===== src/design/cffe_pkg.sv =====
// cffe_pkg: shared types and constants of the clipped frame store fill engine
// used by cffe_front, cffe_queue, cffe_back and the top level; no dependencies
package cffe_pkg;

  // default frame store dimensions
  localparam int MAX_WIDTH_DEF  = 64;
  localparam int MAX_HEIGHT_DEF = 64;

  // clipped coordinates never exceed the 7-bit frame size registers
  localparam int COORD_W = 7;
  localparam int PIX_W   = 16;
  localparam int CMD_W   = 3;

  // jobs held between front and back
  localparam int QUEUE_DEPTH = 2;

  // configuration port
  localparam int CFG_IDX_W  = 1;
  localparam int CFG_DATA_W = 7;
  localparam logic [CFG_IDX_W-1:0] REG_FRAME_WIDTH  = 1'd0;
  localparam logic [CFG_IDX_W-1:0] REG_FRAME_HEIGHT = 1'd1;
  localparam logic [COORD_W-1:0]   FRAME_SIZE_RST   = 7'd64;

  // command codes
  localparam logic [CMD_W-1:0] CMD_PIXEL = 3'd0;
  localparam logic [CMD_W-1:0] CMD_HLINE = 3'd1;
  localparam logic [CMD_W-1:0] CMD_VLINE = 3'd2;
  localparam logic [CMD_W-1:0] CMD_RECT  = 3'd3;
  localparam logic [CMD_W-1:0] CMD_FILL  = 3'd4;
  localparam logic [CMD_W-1:0] CMD_READ  = 3'd5;

  typedef struct packed {
    logic [CMD_W-1:0]        command;
    logic signed [PIX_W-1:0] x_pos;
    logic signed [PIX_W-1:0] y_pos;
    logic signed [PIX_W-1:0] span_width;
    logic signed [PIX_W-1:0] span_height;
    logic [PIX_W-1:0]        color;
  } in_item_t;

  typedef struct packed {
    logic [PIX_W-1:0] pixel_value;
    logic             read_in_range;
  } out_item_t;

  // what the back end has to do with a job
  typedef enum logic [1:0] {
    OP_NONE,
    OP_FILL,
    OP_READ
  } cffe_op_t;

  // clipped job: columns [x0, x1), rows [y0, y1); reads use x0, y0
  typedef struct packed {
    cffe_op_t           op;
    logic [COORD_W-1:0] x0;
    logic [COORD_W-1:0] x1;
    logic [COORD_W-1:0] y0;
    logic [COORD_W-1:0] y1;
    logic [PIX_W-1:0]   color;
  } cffe_job_t;

endpackage


===== src/design/cffe_front.sv =====
// cffe_front: frame size registers, command decode and clipping into jobs
// depends on cffe_pkg
module cffe_front #(
  parameter int MAX_WIDTH  = cffe_pkg::MAX_WIDTH_DEF,
  parameter int MAX_HEIGHT = cffe_pkg::MAX_HEIGHT_DEF
) (
  input  logic                             clk,
  input  logic                             rst_n,
  input  logic                             cfg_valid,
  output logic                             cfg_ready,
  input  logic [cffe_pkg::CFG_IDX_W-1:0]   cfg_index,
  input  logic [cffe_pkg::CFG_DATA_W-1:0]  cfg_data,
  input  logic                             in_valid,
  output logic                             in_ready,
  input  cffe_pkg::in_item_t               in_data,
  input  logic                             clear_busy,
  input  logic                             q_full,
  output logic                             q_push,
  output cffe_pkg::cffe_job_t              q_job,
  output logic [cffe_pkg::COORD_W-1:0]     eff_w
);
  import cffe_pkg::*;

  localparam int SW = PIX_W + 2;

  logic [COORD_W-1:0]   fw_r, fh_r;
  logic [COORD_W-1:0]   eff_h;
  logic signed [SW-1:0] xs, ys, sws, shs, ws, hs;
  logic signed [SW-1:0] bx0, bx1, by0, by1;
  logic signed [SW-1:0] cx0, cx1, cy0, cy1;
  logic                 draw, box_ok, rd_ok;

  assign cfg_ready = 1'b1;

  always_ff @(posedge clk) begin
    if (!rst_n) begin
      fw_r <= FRAME_SIZE_RST;
      fh_r <= FRAME_SIZE_RST;
    end else if (cfg_valid) begin
      case (cfg_index)
        REG_FRAME_WIDTH:  fw_r <= cfg_data;
        REG_FRAME_HEIGHT: fh_r <= cfg_data;
        default: ;
      endcase
    end
  end

  // frame size saturates at the store dimensions
  assign eff_w = (int'(fw_r) > MAX_WIDTH)  ? COORD_W'(MAX_WIDTH)  : fw_r;
  assign eff_h = (int'(fh_r) > MAX_HEIGHT) ? COORD_W'(MAX_HEIGHT) : fh_r;

  assign xs  = {{2{in_data.x_pos[PIX_W-1]}}, in_data.x_pos};
  assign ys  = {{2{in_data.y_pos[PIX_W-1]}}, in_data.y_pos};
  assign sws = {{2{in_data.span_width[PIX_W-1]}}, in_data.span_width};
  assign shs = {{2{in_data.span_height[PIX_W-1]}}, in_data.span_height};
  assign ws  = {{(SW-COORD_W){1'b0}}, eff_w};
  assign hs  = {{(SW-COORD_W){1'b0}}, eff_h};

  // unclipped box per command
  always_comb begin
    bx0  = xs;
    bx1  = xs + SW'(1);
    by0  = ys;
    by1  = ys + SW'(1);
    draw = 1'b0;
    case (in_data.command)
      CMD_PIXEL: draw = 1'b1;
      CMD_HLINE: begin
        bx1  = xs + sws;
        draw = !sws[SW-1] && (sws != '0);
      end
      CMD_VLINE: begin
        by1  = ys + shs;
        draw = !shs[SW-1] && (shs != '0);
      end
      CMD_RECT: begin
        // negative size: start moves back, end stays one past the origin
        if (sws[SW-1]) begin
          bx0 = xs + sws + SW'(1);
        end else begin
          bx1 = xs + sws;
        end
        if (shs[SW-1]) begin
          by0 = ys + shs + SW'(1);
        end else begin
          by1 = ys + shs;
        end
        draw = (sws != '0) && (shs != '0);
      end
      CMD_FILL: begin
        bx0  = '0;
        bx1  = ws;
        by0  = '0;
        by1  = hs;
        draw = 1'b1;
      end
      default: draw = 1'b0;
    endcase
  end

  // clip to the frame
  assign cx0    = bx0[SW-1] ? '0 : bx0;
  assign cy0    = by0[SW-1] ? '0 : by0;
  assign cx1    = (bx1 > ws) ? ws : bx1;
  assign cy1    = (by1 > hs) ? hs : by1;
  assign box_ok = (cx0 < cx1) && (cy0 < cy1);

  assign rd_ok = (in_data.command == CMD_READ) && !xs[SW-1] && (xs < ws)
                 && !ys[SW-1] && (ys < hs);

  always_comb begin
    q_job.color = in_data.color;
    q_job.x0    = cx0[COORD_W-1:0];
    q_job.x1    = cx1[COORD_W-1:0];
    q_job.y0    = cy0[COORD_W-1:0];
    q_job.y1    = cy1[COORD_W-1:0];
    q_job.op    = OP_NONE;
    if (draw && box_ok) begin
      q_job.op = OP_FILL;
    end else if (rd_ok) begin
      q_job.op = OP_READ;
      q_job.x0 = xs[COORD_W-1:0];
      q_job.y0 = ys[COORD_W-1:0];
    end
  end

  assign in_ready = !clear_busy && !q_full;
  assign q_push   = in_valid && in_ready;

endmodule


===== config.mk =====
export PLATFORM = sky130hd
export DESIGN_NAME = cffe_front
export DESIGN_NICKNAME = d
export VERILOG_FILES = /design/src/design/cffe_pkg.sv /design/src/design/cffe_front.sv
export SDC_FILE = /design/constraint.sdc
export NUM_CORES = 1
export LEC_CHECK = 0
export BUFFER_PORTS_ARGS = -buffer_cell sky130_fd_sc_hd__buf_4
export CAP_MARGIN = 20
export CORE_ASPECT_RATIO = 1.75
export CORE_UTILIZATION = 52
export CTS_CLUSTER_DIAMETER = 120
export DETAILED_ROUTE_END_ITERATION = 8
export GPL_TIMING_DRIVEN = 0
export PLACE_DENSITY = 0.8
export RECOVER_POWER = 25
export SLEW_MARGIN = 20
export SYNTH_ARGS = -nofsm -noshare
export SYNTH_HDL_FRONTEND = slang
export SYNTH_SLANG_ARGS = --single-unit

===== constraint.sdc =====
create_clock -name clk -period 6.1 [get_ports clk]
set_input_delay 0.61 -clock clk [delete_from_list [all_inputs] [get_ports clk]]
set_output_delay 0.61 -clock clk [all_outputs]
set_load 0.02 [all_outputs]

==> results.md <==
- Rel. slew slack: 15.0%
- Share of synthesized registers carrying an async set or reset: 0%
- Setup crit end kind: output port
- Vias in the first global route: 8,574
- Post-DR wirelength/cell: 20.9 um
- Register area share after synthesis: 4.09%
- Multi-input logic area: 6420 um2
- Sequential share of power: 8.4%
- Die Width: 88.8 um
- Register area: ~280 um2
- Worst Tran Pin Value: around 1.3 ns
- Share of the synthesized area in the top cell type: 17.2%
- Hold Path Class: reg -> reg
- Syn Nets: 1,202
- DRC: 0
- Top-count cell post-synth: nand2_1
- Failing checks: setup timing
- CP Buf/Inv Count: 5
- Clock share of power: 11.8%
- Synth Flop Type: dfxtp_1
- Synth area leaders: ha_1, a21oi_1, nand2_1, xnor2_1, nand3_1
- Clock H-tree levels: 1
- Final worst slack: -0.990 ns
- Worst hold margin: about 0.47 ns
- Clock skew: 0 ns
- Cell area after synthesis: 6860 um2
- Filler cells: between 1,000 and 1,500
- Netlist cell types: 80
- Final setup viols: 1
- Status: finished, violations left
- Place WS: -1.72 ns
- Global route overflow: 0
- Initial antenna violation count: 0
- Post-Syn Area per Cell: 6.79 um2
- # nets final: 1,364
- Fin crit period: approximately 7 ns
- Crit path max-delay cell type: nor4_4
- WL final: 28,000 um
- Setup tns final: -0.990 ns
- Layout cells sized above 1: 22.4%
- First-pass GRT wire length: about 43,000 um
- Inserted Clock Buffers: 3
- Top cell family by delay on the critical path: compound AO/OA/AOI/OAI gates
- Die ar.: 13,700 um2
- Final antenna-violating net count: 0
- Layout area overhead: 27.4%
- TritonRoute pass-1 iters: 5
- Max-cap violations: 0
- Worst path required time: 5.49 ns
- Worst Path Arrival: roughly 6.5 ns
- Clock buffer depth: 2
- ANT cells: 0
- CORE AREA: 12,900 um2
- LEAKAGE: 3.88 nW
- Int Pwr: 0.000585 W
- Fmax: around 0.14 GHz
- PortBufs: 132
- Row count: 55
- CTS sink count: 14
- Gpl congestion: 1.01
- Slowest stage delay, CP: 0.48 ns
- VDD IR max: 110 uV
- CTS tree: yes
- Hold Vio Cnt, Final: 0
- Largest fanout on the critical path: 8
- Sw frac: about half
- Synth area leader: ha_1
- Combinational Power Share: 79.8%
- Commonest cells post-synth: nand2_1, a21oi_1, ha_1
- Most used cell, CP: a21o_1
- Initial DRC count: 463
- Post-synth EDFFs: 0
- Final period utilization: 116%
- Slew Limit Fails: 0
- I/O Pins: 153
- Layout Utilization: 67.9%
- Pwr Density: 135 nW/um2
- DR vias: 8,746
- Yosys warning total: 0
- Hpwl dp: 21,700 um
- Largest net degree at the start of global routing: 11
- Via density: around 6.5
- Initial Utilization: between 50 and 60%
- Mapped Cells: between 1,000 and 1,500
- Net Switching: 0.000598 W
- Clock Tree Root: clkbuf_16
- CP startpoint kind: input port
- RSZ-0062 raised after global routing: true
- GRT Overall Usage: 40.7%
- Worst skew pair latency: 0.25 ns
- Flop and latch count out of synthesis: 14
- Worst-path clk slew: 0.05 ns
- Die Span Y: 154 um
- Critical path class: in -> out
-- power by group through the flow --
stage / sequential (W) / combinational, W / clock [W]
after floorplan: 0.0000999 / 0.000574 / 0
after global routing: 0.0000996 / 0.00101 / 0.000141
after global placement: 0.000100 / 0.000826 / 0
after CTS: 0.0000990 / 0.000909 / 0.000139
after detailed placement: 0.000101 / 0.000836 / 0
final: 0.0000991 / 0.000944 / 0.000140
-- routing by layer --
metal	up-vias	track usage, %	share of wire, %
li1	4063	-	-
met1	4002	36.9	32
met2	495	72.6	50
met3	186	7.73	7.6
met4	0	38.2	11
met5	-	0	0
-- cell type report --
| type | instances | area share (%) |
|---|---|---|
| Multi-Input combinational cell | 886 | 73.5 |
| Timing Repair Buffer | 160 | 13.5 |
| Buffer | 65 | 4.54 |
| Sequential cell | 14 | 3.21 |
| Tap cell | 171 | 2.45 |
| Inverter | 41 | 1.80 |
| Clock buffer | 4 | 1.02 |
-- stage by stage --
stage,cells,instance area [um2],total power (W)
floorplan,1009,6920,0.000674
global placement,1312,8120,0.000927
detailed placement,1312,8120,0.000936
CTS,1340,8720,0.00115
global route,1341,8730,0.00126
finish,1341,8730,0.00118
-- worst paths after layout --
check / slack (ns) / startpoint / cells after the start / end
worst max register to register: 5.13 / fw_r[6] / 4 / fw_r[6]
worst min register to register: 0.47 / fh_r[2] / 2 / fh_r[2]
worst max-delay path: -0.99 / in_data[59] / 27 / q_job[44]
worst min-delay path: 0.47 / fh_r[2] / 2 / fh_r[2]
-- cell families (layout without fill, tap and decap cells) --
family                     count (synthesis)  after routing  share of synthesized area, %
buffers and inverters                    109            270                          7.15
and+or+nand+nor                          403            403                          29.8
muxes                                     16             16                          2.43
adders and majority gates                 96             96                          17.7
DFF                                       14             14                          4.09
other                                      1              1                        0.0547
AOI/OAI and AO/OA                        296            296                          28.9
xor gates and xnor gates                  74             74                          9.84
-- repair_timing --
action                                  in CTS  in global routing
buffers inserted                            26                  2
gates resized for setup                     63                 12
pin swaps                                   21                  4
endpoints found under the setup margin       1                  1
hold buffers                                 0                  0
-- registers in the layout, indices dropped and copies added, names as in the netlist --
signal and flops:
fw_r 7, fh_r 7
-- worst reg2reg max path, stage by stage, from the launching register on --
cell,delay [ns]
dfxtp_1,0.37
inv_1,0.23
nand2_1,0.09
o21ai_0,0.09
nand2_1,0.07
-- placed cells by master, fill, tap and decap left out, drive strengths merged, types with 8 or more instances in the layout --
cell    instances
inv            39
a21oi          95
a31oi          14
a211oi         11
nor4           22
xor2           30
and3           13
nor2b          22
or3             8
a21boi          9
ha             94
nand2         120
nand4          24
nand2b         14
clkbuf         51
and2           10
xnor2          44
buf           178
nor3           16
a21o           32
mux2i          11
o211ai          9
nor2           59
o221ai         11
nand3          65
o21ai          41
o21a           11
o22ai          10
dfxtp          14
Note: power is estimated with default switching activity, not from simulation.
