### src/design/cffe_pkg.sv
// cffe_pkg: shared types and constants of the clipped frame store fill engine
// used by cffe_front, cffe_queue, cffe_back and the top level; no dependencies
package cffe_pkg;

  // default frame store dimensions
  localparam int MAX_WIDTH_DEF  = 64;
  localparam int MAX_HEIGHT_DEF = 64;

  // clipped coordinates never exceed the 7-bit frame size registers
  localparam int COORD_W = 7;
  localparam int PIX_W   = 16;
  localparam int CMD_W   = 3;

  // jobs held between front and back
  localparam int QUEUE_DEPTH = 2;

  // configuration port
  localparam int CFG_IDX_W  = 1;
  localparam int CFG_DATA_W = 7;
  localparam logic [CFG_IDX_W-1:0] REG_FRAME_WIDTH  = 1'd0;
  localparam logic [CFG_IDX_W-1:0] REG_FRAME_HEIGHT = 1'd1;
  localparam logic [COORD_W-1:0]   FRAME_SIZE_RST   = 7'd64;

  // command codes
  localparam logic [CMD_W-1:0] CMD_PIXEL = 3'd0;
  localparam logic [CMD_W-1:0] CMD_HLINE = 3'd1;
  localparam logic [CMD_W-1:0] CMD_VLINE = 3'd2;
  localparam logic [CMD_W-1:0] CMD_RECT  = 3'd3;
  localparam logic [CMD_W-1:0] CMD_FILL  = 3'd4;
  localparam logic [CMD_W-1:0] CMD_READ  = 3'd5;

  typedef struct packed {
    logic [CMD_W-1:0]        command;
    logic signed [PIX_W-1:0] x_pos;
    logic signed [PIX_W-1:0] y_pos;
    logic signed [PIX_W-1:0] span_width;
    logic signed [PIX_W-1:0] span_height;
    logic [PIX_W-1:0]        color;
  } in_item_t;

  typedef struct packed {
    logic [PIX_W-1:0] pixel_value;
    logic             read_in_range;
  } out_item_t;

  // what the back end has to do with a job
  typedef enum logic [1:0] {
    OP_NONE,
    OP_FILL,
    OP_READ
  } cffe_op_t;

  // clipped job: columns [x0, x1), rows [y0, y1); reads use x0, y0
  typedef struct packed {
    cffe_op_t           op;
    logic [COORD_W-1:0] x0;
    logic [COORD_W-1:0] x1;
    logic [COORD_W-1:0] y0;
    logic [COORD_W-1:0] y1;
    logic [PIX_W-1:0]   color;
  } cffe_job_t;

endpackage

### src/design/cffe_queue.sv
// cffe_queue: short job queue between front and back
// depends on cffe_pkg
module cffe_queue (
  input  logic                clk,
  input  logic                rst_n,
  input  logic                push,
  input  cffe_pkg::cffe_job_t push_job,
  output logic                full,
  input  logic                pop,
  output logic                head_valid,
  output cffe_pkg::cffe_job_t head_job
);
  import cffe_pkg::*;

  localparam int PW = (QUEUE_DEPTH > 1) ? $clog2(QUEUE_DEPTH) : 1;

  cffe_job_t       slot_r [QUEUE_DEPTH];
  logic [PW-1:0]   wptr_r, rptr_r;
  logic [PW:0]     cnt_r;
  logic            do_push, do_pop;

  assign full       = (cnt_r == (PW+1)'(QUEUE_DEPTH));
  assign head_valid = (cnt_r != '0);
  assign head_job   = slot_r[rptr_r];
  assign do_push    = push && !full;
  assign do_pop     = pop && head_valid;

  always_ff @(posedge clk) begin
    if (do_push) begin
      slot_r[wptr_r] <= push_job;
    end
  end

  always_ff @(posedge clk) begin
    if (!rst_n) begin
      wptr_r <= '0;
      rptr_r <= '0;
      cnt_r  <= '0;
    end else begin
      if (do_push) begin
        wptr_r <= (wptr_r == PW'(QUEUE_DEPTH-1)) ? '0 : wptr_r + 1'b1;
      end
      if (do_pop) begin
        rptr_r <= (rptr_r == PW'(QUEUE_DEPTH-1)) ? '0 : rptr_r + 1'b1;
      end
      if (do_push && !do_pop) begin
        cnt_r <= cnt_r + 1'b1;
      end else if (do_pop && !do_push) begin
        cnt_r <= cnt_r - 1'b1;
      end
    end
  end

endmodule

### config.mk
export PLATFORM = sky130hd
export DESIGN_NAME = cffe_queue
export DESIGN_NICKNAME = d
export VERILOG_FILES = /design/src/design/cffe_pkg.sv /design/src/design/cffe_queue.sv
export SDC_FILE = /design/constraint.sdc
export NUM_CORES = 1
export LEC_CHECK = 0
export BUFFER_PORTS_ARGS = -buffer_cell sky130_fd_sc_hd__buf_2
export CELL_PAD_IN_SITES_DETAIL_PLACEMENT = 0
export CELL_PAD_IN_SITES_GLOBAL_PLACEMENT = 1
export CORE_ASPECT_RATIO = 1.25
export CORE_MARGIN = 5
export CORE_UTILIZATION = 47
export DETAILED_ROUTE_END_ITERATION = 10
export PLACE_DENSITY_LB_ADDON = 0.1
export SLEW_MARGIN = 25
export SYNTH_ARGS = -nofsm -noshare
export SYNTH_HDL_FRONTEND = slang
export SYNTH_SLANG_ARGS = --single-unit
### constraint.sdc
create_clock -name clk -period 6.48 [get_ports clk]
set_clock_uncertainty 0.2 [all_clocks]
set_input_delay 0.648 -clock clk [delete_from_list [all_inputs] [get_ports clk]]
set_output_delay 0.648 -clock clk [all_outputs]
set_load 0.01 [all_outputs]
==> results of run 1 <==
state kept, by name (all words and copies together), names as in the netlist, named ones only:
signal / count
slot_r: 92
wptr_r: 1
cnt_r: 2
rptr_r: 1
worst paths after layout:
check	from	endpoint	slack, ns	depth (start not counted)
hold reg to reg	cnt_r[1]	cnt_r[1]	0.32	2
setup reg to reg	cnt_r[0]	slot_r[0][26]	4.42	6
setup / recovery	flop	head_job[37]	3.95	2
hold / removal	push_job[29]	slot_r[1][29]	0.29	1
layer usage:
layer  track usage  wire (um)  vias up
li1              -          -      863
met1         0.152       2340      912
met2         0.216       3030       62
met3        0.0521        492        5
met4        0.0461         62        0
met5             0          0        -
Yosys cell counts:
| cell | n | area (sq um) |
|---|---|---|
| xnor2_1 | 2 | 17.5 |
| ha_1 | 1 | 12.5 |
| a21boi_1 | 1 | 7.51 |
| inv_2 | 1 | 3.75 |
| mux2_2 | 46 | 518 |
| o21a_1 | 1 | 7.51 |
| dfxtp_1 | 5 | 100 |
| buf_2 | 1 | 5.00 |
| nand2b_1 | 1 | 6.26 |
| nor2_1 | 1 | 3.75 |
| buf_6 | 4 | 45.0 |
| or3_1 | 1 | 6.26 |
| and3_1 | 1 | 6.26 |
| and2_1 | 3 | 18.8 |
| nor3_2 | 1 | 10.0 |
| edfxtp_1 | 92 | 2760 |
| o21ai_0 | 1 | 5.00 |
| or2_2 | 1 | 6.26 |
| o21ai_1 | 1 | 5.00 |
| xor2_1 | 1 | 8.76 |
| inv_1 | 1 | 3.75 |
| a21boi_0 | 1 | 7.51 |
final cells by class:
| type | instances | area share |
|---|---|---|
| tap | 92 | 0.0263 |
| timing repair buffer | 100 | 0.118 |
| clock inverter | 5 | 0.0186 |
| clock buffer | 10 | 0.0292 |
| sequential | 97 | 0.656 |
| inverter | 2 | 0.00172 |
| multi-input combinational | 64 | 0.151 |
kinds of logic (layout without fill, tap and decap cells):
kind of cell,Yosys count,in the layout,synth area share
buf+inv,7,117,0.0161
mux,46,46,0.145
compound gates,5,5,0.00912
fa+ha+maj,1,1,0.00351
simple gates,9,9,0.0161
xor+xnor,3,3,0.00737
flops,97,97,0.803
critical path, cell delays in order (launching register included):
cell and delay, ns:
dfxtp_4 0.77, mux2_2 0.42, buf_2 0.14
report_power, final:
part | leakage (nW) | total (mW) | internal (mW) | switching (mW)
Sequential | 0.901 | 0.851 | 0.788 | 0.0622
Clock | 0.102 | 0.404 | 0.215 | 0.189
Combinational | 0.632 | 0.396 | 0.207 | 0.189
Total | 1.64 | 1.65 | 1.21 | 0.440
==> flow_summary.json, run 1 <==
{
  "hold_class": "primary input to flop",
  "grt_antenna_before_repair": 0,
  "setup_violations": 0,
  "clkTransAtPathRegs_ns": 0.09,
  "drtIter0Drc": 60,
  "avgRoutedWirePerCell_um": 16.0,
  "dp.cells": 355,
  "pre_cts_ws_ns": 4.17,
  "clk-insertion-delay-late_ns": 0.34,
  "final_layout_size_suffix_gt1_frac": 0.594,
  "core-area_sq_um": 7400,
  "cts_root_buffer": "clkbuf_8",
  "synth-seq-cells": 97,
  "via_count": 1842,
  "die_h_um": 107,
  "hold_ws_ns": 0.286,
  "fp-row-count": 35,
  "seq_area_frac_synth": 0.803,
  "setup_ws_ns": 3.95,
  "place_hpwl_um": 3880,
  "synth_area_per_cell_sq_um": 21.2,
  "slew_headroom": 0.573,
  "post_drt_via_cell_ratio": 4.98,
  "maxCapViolCount": 0,
  "tns_ns": 0,
  "fin_nets": 325,
  "slew_violations": 0,
  "ys_warn_count": 0,
  "cts_buffers": 9,
  "cts_num_sinks": 97,
  "cts.htree.levels": 3,
  "stdcell_count": 370,
  "final_area_sq_um": 4370,
  "fillers": 597,
  "final_core_util": 0.591,
  "layout_min_cycle_time_ns": 2.53,
  "cp-end-kind": "output pin",
  "criticalPathCategory": "flop to output pin",
  "drc": 0,
  "routed_wl_um": 5920,
  "final_cell_mix": "buf_2 (97), edfxtp_1 (92), mux2_2 (46)",
  "yosysUniqueCellTypes": 22,
  "p_leak_nw": 1.64,
  "area.growth.synth_to_final_pct": 22.6,
  "crit_arrival_ns": 1.68,
  "syn_nets": 219,
  "cts_setup_buffers": 0,
  "final_common_cell": "buf_2",
  "power.total_mw": 1.65,
  "powerDensity_nw_per_um2": 378,
  "antenna_left": 0,
  "n_antenna_cell": 0,
  "grt_pass1_wl_um": 9130,
  "rsz0062_at_grt": "no",
  "tightestPinTransition_ns": 0.641,
  "die_x_um": 87.9,
  "drt_first_pass_iters": 4,
  "finalHoldViolCount": 0,
  "gp_congestion": 0.683,
  "grt_util_all_layers": 0.130,
  "start_util": 0.482,
  "cts_hold_buffers": 0,
  "overflow": 0,
  "peakVddDrop_v": 0.000218,
  "fmax_mhz": 395,
  "grt_pass1_vias": 1919,
  "synthCells": 168,
  "fin_crit_sh": 0.391,
  "multi_input_comb_area_sq_um": 658,
  "required_ns": 5.63,
  "io-pin-count": 98,
  "port_buffers": 97,
  "placed_cell_area_sq_um": 4160,
  "startpoint_type": "flop",
  "seqCellArea_sq_um": 2870,
  "status": "completed",
  "cts_tree": "yes",
  "crit_path_max_fanout": 46,
  "max-clock-path-buffers": 2,
  "syn_area_sq_um": 3570,
  "die-area_sq_um": 9440,
  "ctsResizeCount": 0,
  "grt_start_max_net_pins": 47
}
(Power assumes the default switching activity.)
==> run 2: changes to the inputs <==
--- a/config.mk
+++ b/config.mk
@@ -10,7 +10,7 @@
 export CELL_PAD_IN_SITES_GLOBAL_PLACEMENT = 1
 export CORE_ASPECT_RATIO = 1.25
 export CORE_MARGIN = 5
-export CORE_UTILIZATION = 47
+export CORE_UTILIZATION = 39
 export DETAILED_ROUTE_END_ITERATION = 10
 export PLACE_DENSITY_LB_ADDON = 0.1
 export SLEW_MARGIN = 25
==> constraint.sdc (replaced) <==
create_clock -name clk -period 2.05 [get_ports clk]
set_clock_uncertainty 0.2 [all_clocks]
set_input_delay 0.205 -clock clk [delete_from_list [all_inputs] [get_ports clk]]
set_output_delay 0.205 -clock clk [all_outputs]
set_load 0.01 [all_outputs]
==> flow_summary.json, run 2 (synthesized netlist as in run 1, its figures left out) <==
{
  "grt_pass1_wl_um": 10400,
  "start_util": 0.395,
  "hold_ws_ns": 0.0599,
  "cts.htree.levels": 3,
  "io-pin-count": 98,
  "fp-row-count": 39,
  "stdcell_count": 453,
  "routed_wl_um": 6740,
  "cts_root_buffer": "clkbuf_16",
  "grt_antenna_before_repair": 0,
  "finalHoldViolCount": 0,
  "largest_reg_flops": 92,
  "max-clock-path-buffers": 2,
  "cp-end-kind": "output pin",
  "rsz0062_at_grt": "no",
  "grt_pass1_vias": 2127,
  "ctsResizeCount": 0,
  "antenna_left": 0,
  "final_common_cell": "buf_2",
  "p_leak_nw": 1.91,
  "post_drt_via_cell_ratio": 4.43,
  "criticalPathCategory": "flop to output pin",
  "final_layout_size_suffix_gt1_frac": 0.524,
  "final_cell_mix": "buf_2 (97), edfxtp_1 (92), dlygate4sd3_1 (47)",
  "required_ns": 1.64,
  "place_hpwl_um": 4300,
  "gp_congestion": 0.708,
  "drt_first_pass_iters": 4,
  "slew_violations": 0,
  "via_count": 2005,
  "r2r-end": "cnt_r[1]",
  "cts_tree": "yes",
  "setup_violations": 0,
  "drc": 0,
  "fmax_mhz": 529,
  "startpoint_type": "flop",
  "powerDensity_nw_per_um2": 1160,
  "area.growth.synth_to_final_pct": 41.4,
  "layout_min_cycle_time_ns": 1.89,
  "r2r_slack_ns": 0.37,
  "slew_headroom": 0.822,
  "die-area_sq_um": 11200,
  "peakVddDrop_v": 0.000528,
  "crit_arrival_ns": 1.49,
  "dp.cells": 390,
  "grt_util_all_layers": 0.128,
  "drtIter0Drc": 65,
  "cts_num_sinks": 97,
  "hold_class": "primary input to flop",
  "cts_buffers": 9,
  "cts_setup_buffers": 0,
  "clkTransAtPathRegs_ns": 0.07,
  "port_buffers": 97,
  "core-area_sq_um": 9030,
  "crit_path_max_fanout": 18,
  "fin_crit_sh": 0.922,
  "tightestPinTransition_ns": 0.267,
  "critPathCapture": "head_job[32]",
  "n_antenna_cell": 0,
  "grt_start_max_net_pins": 30,
  "avgRoutedWirePerCell_um": 14.9,
  "maxCapViolCount": 0,
  "top_regs": "slot_r x92, cnt_r x2",
  "status": "completed",
  "fin_nets": 376,
  "top_register": "slot_r",
  "die_h_um": 117,
  "worst-r2r-cell-count": 6,
  "r2r-start": "cnt_r[1]",
  "overflow": 0,
  "clk-insertion-delay-late_ns": 0.33,
  "die_x_um": 95.5
}
[run 2: cell count changes in the layout (fill, tap and decap cells not counted), moves of 2 or more]
| cell | delta |
|---|---|
| dlygate4sd3_1 | +47 |
| buf_4 | +4 |
| clkbuf_16 | +9 |
| clkbuf_8 | -9 |
| dfxtp_2 | +2 |
| buf_6 | -2 |
| buf_12 | +2 |
[run 2: timing repair]
item                                   4_1_cts  5_1_grt
endpoints found under the hold margin       97        0
setup endpoints to repair                    0        0
hold buffers                                47        0
[run 2: final cells by class]
cell class | count | area [sq um]
clock buffer | 9 | 225
clock inverter | 7 | 93.8
fill | 743 | 3980
inverter | 2 | 10.0
multi-input combinational | 64 | 662
sequential | 97 | 2870
tap | 123 | 154
timing repair buffer | 151 | 1030
[run 2: worst min path at each step]
stage | from | endpoint | slack [ns] | depth (start not counted)
finish | push | wptr_r | 0.06 | 3
global placement | push_job[23] | slot_r[0][23] | 0.19 | 1
global route | push | wptr_r | 0.06 | 3
CTS | push | wptr_r | 0.05 | 3
detailed placement | push_job[19] | slot_r[1][19] | 0.20 | 1
floorplan | push_job[0] | slot_r[0][0] | 0.10 | 0
[run 2: per-layer routing]
metal  wire [um]  vias to the layer above  track usage
li1            -                      972            -
met1        2810                      964        0.149
met2        3390                       57        0.211
met3         376                       12       0.0339
met4         161                        0       0.0769
met5           0                        -            0
[run 2: through the flow]
| stage | area, sq um | worst slack, ns | power, mW | TNS [ns] | utilization |
|---|---|---|---|---|---|
| 5_1_grt | 5040 | 0.0659 | 6.17 | 0 | 0.559 |
| 2_1_floorplan | 3590 | -0.268 | 3.55 | -12.48 | - |
| 3_5_place_dp | 4250 | 0.373 | 4.11 | 0 | 0.471 |
| 6_report | 5040 | 0.160 | 5.85 | 0 | 0.559 |
| 4_1_cts | 5040 | 0.125 | 5.96 | 0 | 0.559 |
| 3_3_place_gp | 4250 | 0.412 | 4.10 | 0 | 0.471 |
[run 2: worst max-delay path, cell delays in order (launching register included)]
cell     delay, ns
dfxtp_2       0.35
buf_4         0.28
mux2_2        0.37
buf_2         0.14
[run 2: power breakdown]
group / leakage, nW / internal [mW] / total, mW / switching [mW]
sequential: 0.901 / 2.49 / 2.58 / 0.0820
combinational: 0.857 / 0.765 / 1.52 / 0.758
clock: 0.152 / 1.07 / 1.75 / 0.686
total: 1.91 / 4.33 / 5.85 / 1.53
